File: src/masked_radius_ring_search_macros.svh
// ----------------------------------------------------------------------------
// Masked radius ring search: assertion macros
// Shared concurrent assertion forms used across the RTL.
// ----------------------------------------------------------------------------
`ifndef MASKED_RADIUS_RING_SEARCH_MACROS_SVH
`define MASKED_RADIUS_RING_SEARCH_MACROS_SVH

// condition holds at every edge out of reset
`define MRRS_ASSERT_ALWAYS(lbl, cond, msg) \
  lbl: assert property (@(posedge clk) disable iff (!rst_n) (cond)) else $error(msg);

// pre at one edge implies post at the next
`define MRRS_ASSERT_NEXT(lbl, pre, post, msg) \
  lbl: assert property (@(posedge clk) disable iff (!rst_n) (pre) |=> (post)) else $error(msg);

`endif

File: src/mrrs_pkg.sv
// ----------------------------------------------------------------------------
// Masked radius ring search: package
// Beat types, queue sizing and ring constants.
// ----------------------------------------------------------------------------
package mrrs_pkg;

  localparam int RING_CAPACITY = 256;
  localparam logic [7:0] RING_LAST = 8'(RING_CAPACITY - 1);

  localparam int QDEPTH = 8;
  localparam int QPTR_W = $clog2(QDEPTH);
  localparam int QCNT_W = $clog2(QDEPTH + 1);

  localparam logic CMD_START = 1'b0;
  localparam logic CMD_ENTRY = 1'b1;

  typedef struct packed {
    logic               cmd;
    logic [31:0]        flags;
    logic signed [31:0] pos_x;
    logic signed [31:0] pos_y;
    logic signed [31:0] pos_z;
    logic signed [31:0] value;
    logic               find_farthest;
    logic               is_last;
  } in_beat_t;

  typedef struct packed {
    logic               found;
    logic [7:0]         match_offset;
    logic signed [31:0] match_key;
  } out_beat_t;

  // classified beat passed from front to back
  typedef struct packed {
    logic               is_start;
    logic               last;
    logic               largest;
    logic               rad_neg;
    logic               hit;
    logic               in_rad;
    logic signed [31:0] key;
    logic [7:0]         offset;
  } q_item_t;

endpackage

File: src/mrrs_queue.sv
// ----------------------------------------------------------------------------
// Masked radius ring search: decoupling queue
// Small register FIFO between classifier front and selection back.
// ----------------------------------------------------------------------------
module mrrs_queue (
  input  logic              clk,
  input  logic              rst_n,
  input  logic              push,
  input  mrrs_pkg::q_item_t wr_item,
  input  logic              pop,
  output mrrs_pkg::q_item_t rd_item,
  output logic              empty,
  output logic [mrrs_pkg::QCNT_W-1:0] count
);
  import mrrs_pkg::*;

  `include "masked_radius_ring_search_macros.svh"

  q_item_t             mem [QDEPTH];
  logic [QPTR_W-1:0]   wr_ptr_r, wr_ptr_nxt;
  logic [QPTR_W-1:0]   rd_ptr_r, rd_ptr_nxt;
  logic [QCNT_W-1:0]   cnt_r, cnt_nxt;
  logic                do_pop;

  assign empty   = (cnt_r == '0);
  assign count   = cnt_r;
  assign rd_item = mem[rd_ptr_r];
  assign do_pop  = pop && !empty;

  always_comb begin
    wr_ptr_nxt = push ? wr_ptr_r + 1'b1 : wr_ptr_r;
    rd_ptr_nxt = do_pop ? rd_ptr_r + 1'b1 : rd_ptr_r;
    cnt_nxt    = cnt_r + QCNT_W'(push) - QCNT_W'(do_pop);
  end

  always_ff @(posedge clk) begin
    if (!rst_n) begin
      wr_ptr_r <= '0;
      rd_ptr_r <= '0;
      cnt_r    <= '0;
    end else begin
      wr_ptr_r <= wr_ptr_nxt;
      rd_ptr_r <= rd_ptr_nxt;
      cnt_r    <= cnt_nxt;
    end
  end

  always_ff @(posedge clk) begin
    if (push) begin
      mem[wr_ptr_r] <= wr_item;
    end
  end

  `MRRS_ASSERT_ALWAYS(a_q_no_overflow, !(push && (cnt_r == QCNT_W'(QDEPTH)) && !pop), "queue overflow")
  `MRRS_ASSERT_ALWAYS(a_q_cnt_bound, cnt_r <= QCNT_W'(QDEPTH), "queue count out of range")
  `MRRS_ASSERT_NEXT(a_q_fill, push && !do_pop && (cnt_r != QCNT_W'(QDEPTH)), !empty, "push lost")

endmodule

File: config.mk
export PLATFORM = sky130hd
export DESIGN_NAME = mrrs_queue
export DESIGN_NICKNAME = d
export VERILOG_FILES = /design/src/mrrs_pkg.sv /design/src/mrrs_queue.sv
export VERILOG_INCLUDE_DIRS = /design/src /design/src/src
export SDC_FILE = /design/constraint.sdc
export NUM_CORES = 1
export LEC_CHECK = 0
export ABC_AREA = 1
export BUFFER_PORTS_ARGS = -buffer_cell sky130_fd_sc_hd__buf_4
export CAP_MARGIN = 20
export CORE_MARGIN = 2
export CORE_UTILIZATION = 40
export DETAILED_ROUTE_END_ITERATION = 8
export PLACE_DENSITY = 0.64
export SLEW_MARGIN = 10
export SYNTH_ARGS = -nofsm -noshare
export SYNTH_HDL_FRONTEND = slang
export SYNTH_SLANG_ARGS = --single-unit
File: constraint.sdc
create_clock -name clk -period 3.6 [get_ports clk]
set_input_delay 0.54 -clock clk [delete_from_list [all_inputs] [get_ports clk]]
set_output_delay 0.54 -clock clk [all_outputs]
set_load 0.02 [all_outputs]
; ---- After elaboration in Yosys (flattened, before gate mapping)
; Memories as Yosys holds them, arrays and structs flattened. A register that Yosys moved wholly into a read port is not among the register bits.
; Index checks and enable logic that the tools add are counted.
[word_totals]
reg_bits = 10
out_inout_bits = 51
ram_bits = 368
memories = 1
input_bits = 50
word_cells = 15
[op_classes]
reduce_logical = 3
n_addsub = 4
muxes = 4
[memory_table]
columns = name, words, width, read_ports, rd_clocked_by_memory_dff, wr, line
row1 = mem, 8, 46, 1, 1, 1, mrrs_queue.sv:19  ; q_item_t mem [QDEPTH];
[ops]
columns = operator, n
row1 = $add A3 B1 Y3 const B, 2
row2 = $mux W3, 2
row3 = $add A4 B1 Y4, 1
row4 = $logic_not A4 Y1, 1
row5 = $sub A4 B1 Y4, 1
row6 = $mux W1, 2
row7 = $logic_and A1 B1 Y1, 1
row8 = $logic_not A1 Y1, 1

; ---- Depth between registers and ports, before layout
[logic_depth]
ltp_word = 5
depth_mapped = 10

; ---- Worst setup path before layout
; OpenSTA, ideal clock, no wires.
[synth_path]
path_type = input -> register
from = input push
to = memory mem[0][0] (netlist name) (enable)
path_stages = 3
arrival_time_ps = 2842
path_slack_ps = 309
setup_ps = 450
path_cell_list = inv_1 or2_2 nor2_1
[synth_via]
elab_chain_len = 2
[synth_lines]
columns = item, line
row1 = "start, declared", mrrs_queue.sv:8  ; input logic push,
row2 = $mux W1, mrrs_queue.sv:49  ; if (push) begin
row3 = $mux W1 (implied by the code), mrrs_queue.sv:50  ; mem[wr_ptr_r] <= wr_item;
row4 = "end, declared", mrrs_queue.sv:19
; No other way between the ends.

==> impl_metrics.ini <==
[run_status]
status = complete, no violations

[yosys]
avgSynthCellArea_um2 = 10.12
synth_seq_cells = 381
synth_flop_cell = edfxtp_1
synthCells = 1631
ys_warn_count = 0
synth_nets = 1688
synth-seq-area-share_pct = 68.55
netlist_area_um2 = 16500
ys_types = 21
synth_edf_count = 368
synthArstFlopShare_pct = 0

[timing]
skew_ps = 14.91
rsz0062_at_grt = false
drv_slew = 0
fmax_mhz = 340.9
tightestPinTransition_ps = 996.6
finalHoldViolCount = 0
fin_crit_sh_pct = 81.48
setup_viol = 0
period_needed_ps = 2933
relSlewSlack_pct = 33.46
fin_setup_tns_ps = 0

[cts]
insertion_delay_ps = 540
path_clk_slew_ps = 60
postCtsSetupBuffers = 0
cts_buffer_depth = 3
cts_tree = built
hold_buffers = 0
cts_buffers = 41
cts_resized = 0
clock-sinks = 381
htreeDepth = 2
clockRootBuffer = clkbuf_16

[routing]
drc = 0
totalWireLength_mm = 36.23
drtIter0Drc = 816
wire_per_inst_um = 15.84
routed-via-count = 10720
routed_via_density = 4.687
dr.pass1.iters = 5
ant_nets = 0

[worst_setup_path]
rrSetupSlack_ps = 1610
path_class = reg2out
cp_max_fo = 184
required_ps = 3060
cp.arrival_ps = 2390
crit_path_start_kind = flop
end_kind = output pin

[global_route]
grtUsageTotal_pct = 16.99
grt_max_degree = 185
grt_pass1_vias = 10750
gr-total-overflow = 0
antenna_found_initial = 4
grt_pass1_wl_mm = 57.98

[floorplanning]
rows = 74
die-area_um2 = 42890
die_height_um = 207.1
initial_core_util_pct = 40.50
die_w_um = 207.1
core_area_um2 = 40740
ios = 101

[flow_run]
drv_cap = 0

[power_and_ir_drop]
p_total_mw = 11.48
leakage_nw = 8.487
power_density_nw_per_um2 = 603.0
irDropWorstVdd_uv = 346.4

[layout]
area_growth_pct = 15.43
nNetsFinal = 1782
drive_gt1_share_pct = 10.83

[place]
portBuffers = 100
gp_congestion = 0.7249
dp_hpwl_mm = 19.58

[hold_path]
hold_class = in2reg
critical path, cell delays in order (launching register included):
cell and delay (ps):
dfxtp_4 380, buf_12 530, nand2_1 100, nand2_1 110
nand2_1 50, nand2_1 60, nand2_1 50, nand2_1 170
buf_4 170
final cells by class:
class                           instances  area (µm²)
Antenna cell                            1       2.502
Clock buffer                           56        1125
Clock inverter                         16       113.9
Fill cell                            3727       21690
Inverter                              292        1102
Multi-Input combinational cell        887        3664
Sequential cell                       381       11320
Tap cell                              532       665.6
Timing Repair Buffer                  122        1054
final timing paths:
| path | cells past startpoint | to | from |
|---|---|---|---|
| max | 8 | rd_item[8] | flop |
| min | 1 | mem[6][2] | wr_item[2] |
| max reg2reg | 9 | count[1] | count[2] |
| min reg2reg | 2 | wr_ptr_r[0] | wr_ptr_r[0] |
routing by layer:
metal  GRT usage (%)  routed length [µm]
met1           22.93               16200
met3           3.593                2333
met2           27.54               16830
met4           5.369                 826
met5               0                  42
power breakdown:
part / internal (mW) / switching [mW] / leakage, nW
registers: 4.99 / 0.0473 / 3.45
logic: 0.848 / 1.70 / 4.44
clock network: 2.26 / 1.64 / 0.597
total: 8.10 / 3.38 / 8.49
stage by stage:
stage | hold slack (ps) | cells | worst slack (ps) | area [µm²] | util (%)
floorplan | 464.9 | 1631 | 308.5 | 16500 | -
finish | 233.3 | 2287 | 666.8 | 19050 | 46.75
detailed placement | 492.1 | 2214 | 1294 | 17800 | 43.70
CTS | 213.7 | 2286 | 703.6 | 19040 | 46.74
global placement | 478.3 | 2214 | 1283 | 17800 | 43.70
global route | 224.6 | 2287 | 549.8 | 19050 | 46.75
layout by cell type (no fill, tap or decap):
| cell | count |
|---|---|
| nand2_1 | 707 |
| edfxtp_1 | 368 |
| inv_1 | 289 |
| nand3_1 | 144 |
| buf_4 | 111 |
| clkbuf_16 | 43 |
| clkbuf_1 | 13 |
| buf_12 | 11 |
| dfxtp_1 | 10 |
| nor2_4 | 8 |
| a21oi_1 | 8 |
| nor2_1 | 7 |
| ha_1 | 6 |
| clkinv_1 | 6 |
| clkinv_2 | 5 |
| o21ai_0 | 3 |
| inv_6 | 2 |
| dfxtp_4 | 2 |
| clkinvlp_4 | 2 |
| clkinv_4 | 2 |
| diode_2 | 1 |
| inv_2 | 1 |
| or2_2 | 1 |
| xnor2_1 | 1 |
| nand3b_1 | 1 |
| fa_1 | 1 |
| dfxtp_2 | 1 |
| bufinv_16 | 1 |
Yosys cell counts, types with 5 or more instances:
cell	n	area [µm²]
inv_1	290	1089
ha_1	6	75.07
nor2_1	15	56.30
nand2_1	707	2654
dfxtp_1	13	260.3
buf_2	40	200.2
a21oi_1	8	40.04
clkbuf_1	5	18.77
edfxtp_1	368	11050
buf_6	19	214.0
nand3_1	144	720.7
state kept, by name, summed over array words and instances, names as in the netlist, named ones only:
signal    count
count         4
mem         368
rd_ptr_r      3
wr_ptr_r      3
kinds of logic (layout without fill, tap and decap cells):
kind of cell	count (synthesis)	in the layout	share of synthesized area [%]
buffers and inverters	363	486	9.608
and+or+nand+nor	868	868	20.88
DFF	381	381	68.55
xor gates and xnor gates	1	1	0.05309
other	0	1	0
AOI/OAI and AO/OA	11	11	0.3336
adders and majority gates	7	7	0.5763
Note: power is estimated with default switching activity, not from simulation.
