**config.mk**
```make
export PLATFORM = sky130hd
export DESIGN_NAME = mrrs_back
export DESIGN_NICKNAME = d
export VERILOG_FILES = /design/src/mrrs_pkg.sv /design/src/mrrs_back.sv
export VERILOG_INCLUDE_DIRS = /design/src /design/src/src
export SDC_FILE = /design/constraint.sdc
export NUM_CORES = 1
export LEC_CHECK = 0
export BUFFER_PORTS_ARGS = -buffer_cell sky130_fd_sc_hd__buf_2
export CORE_MARGIN = 2
export CORE_UTILIZATION = 45
export CTS_BUF_LIST = sky130_fd_sc_hd__clkbuf_4
export CTS_CLUSTER_DIAMETER = 60
export DETAILED_ROUTE_END_ITERATION = 12
export GPL_ROUTABILITY_DRIVEN = 0
export PLACE_DENSITY = 0.79
export SETUP_SLACK_MARGIN = 0.2
export SYNTH_ARGS = -nofsm -noshare
export SYNTH_HDL_FRONTEND = slang
export SYNTH_SLANG_ARGS = --single-unit
```
**constraint.sdc**
```tcl
create_clock -name clk -period 3.5 [get_ports clk]
set_clock_uncertainty 0.2 [all_clocks]
set_input_delay 0.35 -clock clk [delete_from_list [all_inputs] [get_ports clk]]
set_output_delay 0.35 -clock clk [all_outputs]
set_load 0.02 [all_outputs]
```
**src/masked_radius_ring_search_macros.svh**
```systemverilog
// ----------------------------------------------------------------------------
// Masked radius ring search: assertion macros
// Shared concurrent assertion forms used across the RTL.
// ----------------------------------------------------------------------------
`ifndef MASKED_RADIUS_RING_SEARCH_MACROS_SVH
`define MASKED_RADIUS_RING_SEARCH_MACROS_SVH

// condition holds at every edge out of reset
`define MRRS_ASSERT_ALWAYS(lbl, cond, msg) \
  lbl: assert property (@(posedge clk) disable iff (!rst_n) (cond)) else $error(msg);

// pre at one edge implies post at the next
`define MRRS_ASSERT_NEXT(lbl, pre, post, msg) \
  lbl: assert property (@(posedge clk) disable iff (!rst_n) (pre) |=> (post)) else $error(msg);

`endif

```
**src/mrrs_pkg.sv**
```systemverilog
// ----------------------------------------------------------------------------
// Masked radius ring search: package
// Beat types, queue sizing and ring constants.
// ----------------------------------------------------------------------------
package mrrs_pkg;

  localparam int RING_CAPACITY = 256;
  localparam logic [7:0] RING_LAST = 8'(RING_CAPACITY - 1);

  localparam int QDEPTH = 8;
  localparam int QPTR_W = $clog2(QDEPTH);
  localparam int QCNT_W = $clog2(QDEPTH + 1);

  localparam logic CMD_START = 1'b0;
  localparam logic CMD_ENTRY = 1'b1;

  typedef struct packed {
    logic               cmd;
    logic [31:0]        flags;
    logic signed [31:0] pos_x;
    logic signed [31:0] pos_y;
    logic signed [31:0] pos_z;
    logic signed [31:0] value;
    logic               find_farthest;
    logic               is_last;
  } in_beat_t;

  typedef struct packed {
    logic               found;
    logic [7:0]         match_offset;
    logic signed [31:0] match_key;
  } out_beat_t;

  // classified beat passed from front to back
  typedef struct packed {
    logic               is_start;
    logic               last;
    logic               largest;
    logic               rad_neg;
    logic               hit;
    logic               in_rad;
    logic signed [31:0] key;
    logic [7:0]         offset;
  } q_item_t;

endpackage

```
**src/mrrs_back.sv**
```systemverilog
// ----------------------------------------------------------------------------
// Masked radius ring search: back
// Serial best-match update and two-slot result buffer.
// ----------------------------------------------------------------------------
module mrrs_back (
  input  logic                clk,
  input  logic                rst_n,
  input  logic                cfg_we,
  input  logic signed [31:0]  cfg_data,
  input  logic                q_empty,
  input  mrrs_pkg::q_item_t   q_item,
  output logic                q_pop,
  output logic                out_empty,
  input  logic                out_pop,
  output mrrs_pkg::out_beat_t out_data
);
  import mrrs_pkg::*;

  `include "masked_radius_ring_search_macros.svh"

  logic signed [31:0] init_key_r;
  logic               largest_r, largest_nxt;
  logic               rad_neg_r, rad_neg_nxt;
  logic               locked_r, locked_nxt;
  logic signed [31:0] best_key_r, best_key_nxt;
  logic [7:0]         best_off_r, best_off_nxt;
  logic               have_r, have_nxt;

  out_beat_t          ob_slot [2];
  logic               ob_wr_r, ob_rd_r;
  logic [1:0]         ob_cnt_r, ob_cnt_nxt;
  logic               emit, take, bigger, ob_pop;
  out_beat_t          beat;

  assign q_pop     = !q_empty && (ob_cnt_r != 2'd2);
  assign out_empty = (ob_cnt_r == 2'd0);
  assign out_data  = ob_slot[ob_rd_r];
  assign ob_pop    = out_pop && !out_empty;

  always_comb begin
    largest_nxt  = largest_r;
    rad_neg_nxt  = rad_neg_r;
    locked_nxt   = locked_r;
    best_key_nxt = best_key_r;
    best_off_nxt = best_off_r;
    have_nxt     = have_r;
    emit         = 1'b0;
    take         = 1'b0;
    bigger       = q_item.key > best_key_r;
    if (q_pop) begin
      emit = q_item.last;
      if (q_item.is_start) begin
        largest_nxt  = q_item.largest;
        rad_neg_nxt  = q_item.rad_neg;
        locked_nxt   = 1'b0;
        best_key_nxt = init_key_r;
        best_off_nxt = '0;
        have_nxt     = 1'b0;
      end else if (q_item.hit && !locked_r) begin
        if (rad_neg_r) begin
          take = largest_r ? bigger : 1'b1;
          if (!largest_r) begin
            locked_nxt = 1'b1;
          end
        end else begin
          take = (!largest_r || bigger) && q_item.in_rad;
        end
        if (take) begin
          best_key_nxt = q_item.key;
          best_off_nxt = q_item.offset;
          have_nxt     = 1'b1;
        end
      end
    end
    beat.found        = have_nxt;
    beat.match_offset = have_nxt ? best_off_nxt : 8'd0;
    beat.match_key    = best_key_nxt;
    ob_cnt_nxt        = ob_cnt_r + 2'(emit) - 2'(ob_pop);
  end

  always_ff @(posedge clk) begin
    if (!rst_n) begin
      init_key_r <= 32'sh8000_0000;
      largest_r  <= 1'b0;
      rad_neg_r  <= 1'b0;
      locked_r   <= 1'b0;
      best_key_r <= '0;
      best_off_r <= '0;
      have_r     <= 1'b0;
      ob_wr_r    <= 1'b0;
      ob_rd_r    <= 1'b0;
      ob_cnt_r   <= '0;
    end else begin
      if (cfg_we) begin
        init_key_r <= cfg_data;
      end
      largest_r  <= largest_nxt;
      rad_neg_r  <= rad_neg_nxt;
      locked_r   <= locked_nxt;
      best_key_r <= best_key_nxt;
      best_off_r <= best_off_nxt;
      have_r     <= have_nxt;
      ob_wr_r    <= emit ? ~ob_wr_r : ob_wr_r;
      ob_rd_r    <= ob_pop ? ~ob_rd_r : ob_rd_r;
      ob_cnt_r   <= ob_cnt_nxt;
    end
  end

  always_ff @(posedge clk) begin
    if (emit) begin
      ob_slot[ob_wr_r] <= beat;
    end
  end

  `MRRS_ASSERT_ALWAYS(a_ob_bound, ob_cnt_r != 2'd3, "result buffer overrun")
  `MRRS_ASSERT_ALWAYS(a_lock_mode, !(locked_r && largest_r), "lock in largest-key mode")
  `MRRS_ASSERT_NEXT(a_emit_seen, emit && !ob_pop, !out_empty, "result beat lost")

endmodule

```
# [After elaboration in Yosys (flattened, before gate mapping)]
# Memories as Yosys holds them, arrays and structs flattened. A register that Yosys moved wholly into a read port is not among the register bits.
# Index checks and enable logic that the tools add are counted.
# Widths: inputs -> output; s select.
[word_totals] reg_bits=80 ram_bits=82 out_inout_bits=43 word_cells=59 memories=1
[memory_table] memory="ob_slot" depth=2 width=41 read_ports=1 rd_ports_with_merged_regs=1 write_ports=1 line="mrrs_back.sv:29" text="out_beat_t ob_slot [2];"
[classes] n_addsub=2 order_cmp=1 eq_ne=2 mux=27 bitwise=2 reduce_logical=14
[ops] cell="$mux 32" count=4
[ops] cell="$mux 8" count=5
[ops] cell="$gt 32x32->1" count=1
[ops] cell="$mux 1" count=18
[ops] cell="$logic_and 1x1->1" count=4
[ops] cell="$logic_not 1->1" count=4
[ops] cell="$ne 2x2->1 const B" count=2
[ops] cell="$reduce_and 4->1" count=1
[ops] cell="$reduce_bool 2->1" count=2
[ops] cell="$add 2x1->2" count=1
[ops] cell="$logic_not 2->1" count=1
[ops] cell="$not 1->1" count=2
[ops] cell="$reduce_and 2->1" count=1
[ops] cell="$sub 2x1->2" count=1
[ops] cell="$logic_or 1x1->1" count=1

# [Longest topological paths before layout]
[depth] word_depth=12 depth_mapped=12 mapped_depth_nobuf=10

# [Worst setup path after synthesis]
# OpenSTA, ideal clock, no wires.
[synth_timing] path_kind="reg2reg" start="register ob_cnt_r[0]" end="memory ob_slot[0][0] (netlist bit) (enable)" setup_ps=439 arrival_ps=2817 required_time_ps=2861 setup_slack_ps=44 stages_incl_launch_ff=7 path_buffers=1 period_less_slack_ps=3456 cell_sequence="dfxtp_1 -> inv_1 -> a21o_1 -> clkbuf_1 -> clkinv_1 -> nand2_1 -> nor2_1"
[synth_between] elab_chain_len=5
[synth_rtl] item="start: declaration" line="mrrs_back.sv:31" text="logic [1:0] ob_cnt_r, ob_cnt_nxt;"
[synth_rtl] item="start signal: assignment" line="mrrs_back.sv:105" text="ob_cnt_r <= ob_cnt_nxt;"
[synth_rtl] item="$ne 2x2->1" line="mrrs_back.sv:35" text="assign q_pop = !q_empty && (ob_cnt_r != 2'd2);"
[synth_rtl] item="$logic_and 1x1->1" line="mrrs_back.sv:35"
[synth_rtl] item="named net q_pop" line="mrrs_back.sv:12" text="output logic q_pop,"
[synth_rtl] item="$mux 1" line="mrrs_back.sv:50" text="if (q_pop) begin"
[synth_rtl] item="$mux 1" line="mrrs_back.sv:110" text="if (emit) begin"
[synth_rtl] item="$mux 1 (implied by the code)" line="mrrs_back.sv:111" text="ob_slot[ob_wr_r] <= beat;"
[synth_rtl] item="end: declaration" line="mrrs_back.sv:29"
# The timed path passes the listed nets, and every way through them passes these cells.

==> flow_metrics.py <==
metrics = {
    "min_path": {
        "hp-class": "input port to flip-flop",
    },
    "logic_synthesis": {
        "avgSynthCellArea_um2": 11.9,
        "synth_ff_type": "edfxtp_1",
        "synth_edf_count": 82,
        "ys_types": 55,
        "yosysWarnings": 0,
        "synth_area_mm2": 0.00776,
        "synth_seq_cells": 163,
        "yosysSeqAreaShare": 0.526,
        "synthCells": 650,
        "synth_nets": 767,
        "async_flop_share": 0,
    },
    "timing": {
        "drv_slew": 0,
        "hold_violations": 0,
        "worstMarginPinSlew_ps": 1070,
        "tns_ps": 0,
        "period_needed_ps": 3230,
        "fin_crit_sh": 0.923,
        "finalSetupViolCount": 0,
        "fmax_mhz": 310,
        "max_slew_margin": 0.287,
        "fin_ws_ps": 270,
        "rsz0062_at_grt": "no",
    },
    "cts": {
        "cts_tree": "done",
        "post_cts_buffers": 0,
        "clock_sinks": 163,
        "clk_latency_ps": 570,
        "cts-htree-levels": 4,
        "clk_pin_slew_worst_paths_ps": 130,
        "cts.path.max_buffers": 2,
        "cts_root_buffer": "clkbuf_4",
        "cts_buffers": 17,
    },
    "detailed_routing": {
        "wl_um": 18600,
        "vias": 5970,
        "drc": 0,
        "via_per_inst": 5.52,
        "avgRoutedWirePerCell_um": 17.2,
        "drtIter0Drc": 423,
        "drtPass1Iterations": 5,
        "antenna_left": 0,
    },
    "global_route": {
        "grt_start_max_net_pins": 56,
        "first_global_vias": 5802,
        "globalRouteTotalUtil": 0.205,
        "grt.overflow.total": 0,
        "grt_first_pass_wirelength_um": 29200,
        "antenna_found_initial": 2,
    },
    "run": {
        "maxCapViolations": 0,
    },
    "finish": {
        "fin_cells": 1082,
        "layout_commonest_cell": "buf_2",
        "ff_latch_area_mm2": 0.00409,
        "fill_cells": 1423,
        "fin_nets": 959,
        "fin_area_mm2": 0.00970,
        "drive_gt1_frac": 0.282,
        "layout_common_cells": "125 x buf_2, 82 x edfxtp_1, 80 x dfxtp_1",
        "multi_input_area_mm2": 0.00335,
        "area_growth_pct": 24.9,
        "final_util": 0.569,
    },
    "die": {
        "core_area_mm2": 0.0171,
        "die_height_um": 135,
        "fp.dieArea_mm2": 0.0183,
        "die_w_um": 135,
        "ios": 126,
        "row_count": 48,
        "initial_core_util": 0.455,
    },
    "worst_setup_path": {
        "endpoint_kind": "flip-flop",
        "cp_max_fo": 7,
        "crit_required_ps": 3590,
        "crit_type": "input port to flip-flop",
        "arrival_ps": 3320,
        "cp-start-kind": "input port",
    },
    "placed_design": {
        "dpl.hpwl_um": 11900,
        "dp_worst_setup_slack_ps": 298,
        "numPortBuffers": 125,
        "place_area_mm2": 0.00864,
        "place_inst": 970,
    },
    "power": {
        "p_leak_uw": 0.00379,
        "peakVddDrop_uv": 274,
        "p_per_area_mw_per_mm2": 510,
    },
    "outcome": {
        "status": "completed",
    },
}
cell usage after synthesis, types with 2 or more instances:
cell type	n	area, um2
xnor2_1	2	17.5
a31oi_1	2	12.5
o21ai_0	3	15.0
clkbuf_1	23	86.3
nor4_1	3	18.8
nor2b_1	3	18.8
o221a_1	49	552
edfxtp_1	82	2460
o221a_2	15	169
o31ai_1	6	45.0
inv_1	38	143
a21o_1	3	22.5
ha_1	34	425
o211ai_1	3	22.5
a21oi_1	15	75.1
dfxtp_1	81	1620
a22o_1	6	52.6
a211oi_1	2	15.0
mux2_2	41	462
buf_2	9	45.0
buf_1	6	22.5
nor2_1	42	158
mux2i_1	32	320
nand4_1	9	56.3
xor2_1	2	17.5
nand3_1	19	95.1
a31o_2	6	52.6
or3_1	33	206
and2_1	33	206
nand2_1	18	67.6
buf_6	6	67.6
per-layer routing:
metal / wire length [um] / global-route usage
met5: 0 / 0
met4: 595 / 0.0961
met3: 1020 / 0.0438
met2: 8740 / 0.323
met1: 8240 / 0.271
power breakdown:
group	switching (uW)	total, uW	internal [uW]
clock network	658	1070	414
logic	841	1530	688
registers	92.2	2340	2250
cell type report:
type                       instances  area share
timing repair buffer             217       0.161
multi-input combinational        403       0.345
clock inverter                    15      0.0146
tap                              225      0.0290
inverter                          40      0.0155
clock buffer                      17      0.0132
sequential                       163       0.421
antenna                            2    0.000516
per-stage QoR:
step	power (uW)	hold slack, ps
4_1_cts	4970	30.4
3_5_place_dp	3840	272
2_1_floorplan	3400	234
6_report	4950	71.6
5_1_grt	5200	38.5
3_3_place_gp	3810	257
registers in the layout, summed over array words and instances, names as in the netlist, named ones only:
register,flops
rad_neg_r,1
ob_slot,82
ob_wr_r,1
best_key_r,32
init_key_r,32
locked_r,1
ob_rd_r,1
have_r,1
largest_r,1
best_off_r,8
ob_cnt_r,2
logic make-up (layout without fill, tap and decap cells):
| group | after synthesis | after routing | share of synthesized area |
|---|---|---|---|
| buf+inv | 84 | 289 | 0.0479 |
| simple gates | 167 | 167 | 0.114 |
| fa+ha+maj | 34 | 34 | 0.0548 |
| xor+xnor | 4 | 4 | 0.00451 |
| flops | 163 | 163 | 0.526 |
| other cells | 0 | 2 | 0 |
| mux | 73 | 73 | 0.101 |
| compound gates | 125 | 125 | 0.152 |
repair_timing:
item / 4_1_cts / 5_1_grt
hold buffers: 78 / 0
gates resized for setup: 0 / 2
endpoints found under the setup margin: 0 / 61
hold endpoints to repair: 152 / 0
final timing paths:
path / start / endpoint / slack, ps / depth (start not counted)
setup / recovery: q_item[39] / ob_slot[1][39] / 270 / 11
hold / removal: out_pop / flip-flop / 70 / 4
setup reg to reg: best_key_r[31] / ob_slot[1][39] / 330 / 10
hold reg to reg: largest_r / largest_r / 300 / 2
critical path: stages:
cell and delay (ps):
dlygate4sd3_1 560, buf_2 150, ha_2 380, inv_2 50
a2111oi_2 260, o21ai_1 100, or4_1 470, and4bb_1 320
buf_4 200, o2111ai_1 260, o311ai_0 210
No activity file was read; power rests on OpenSTA's default activity.
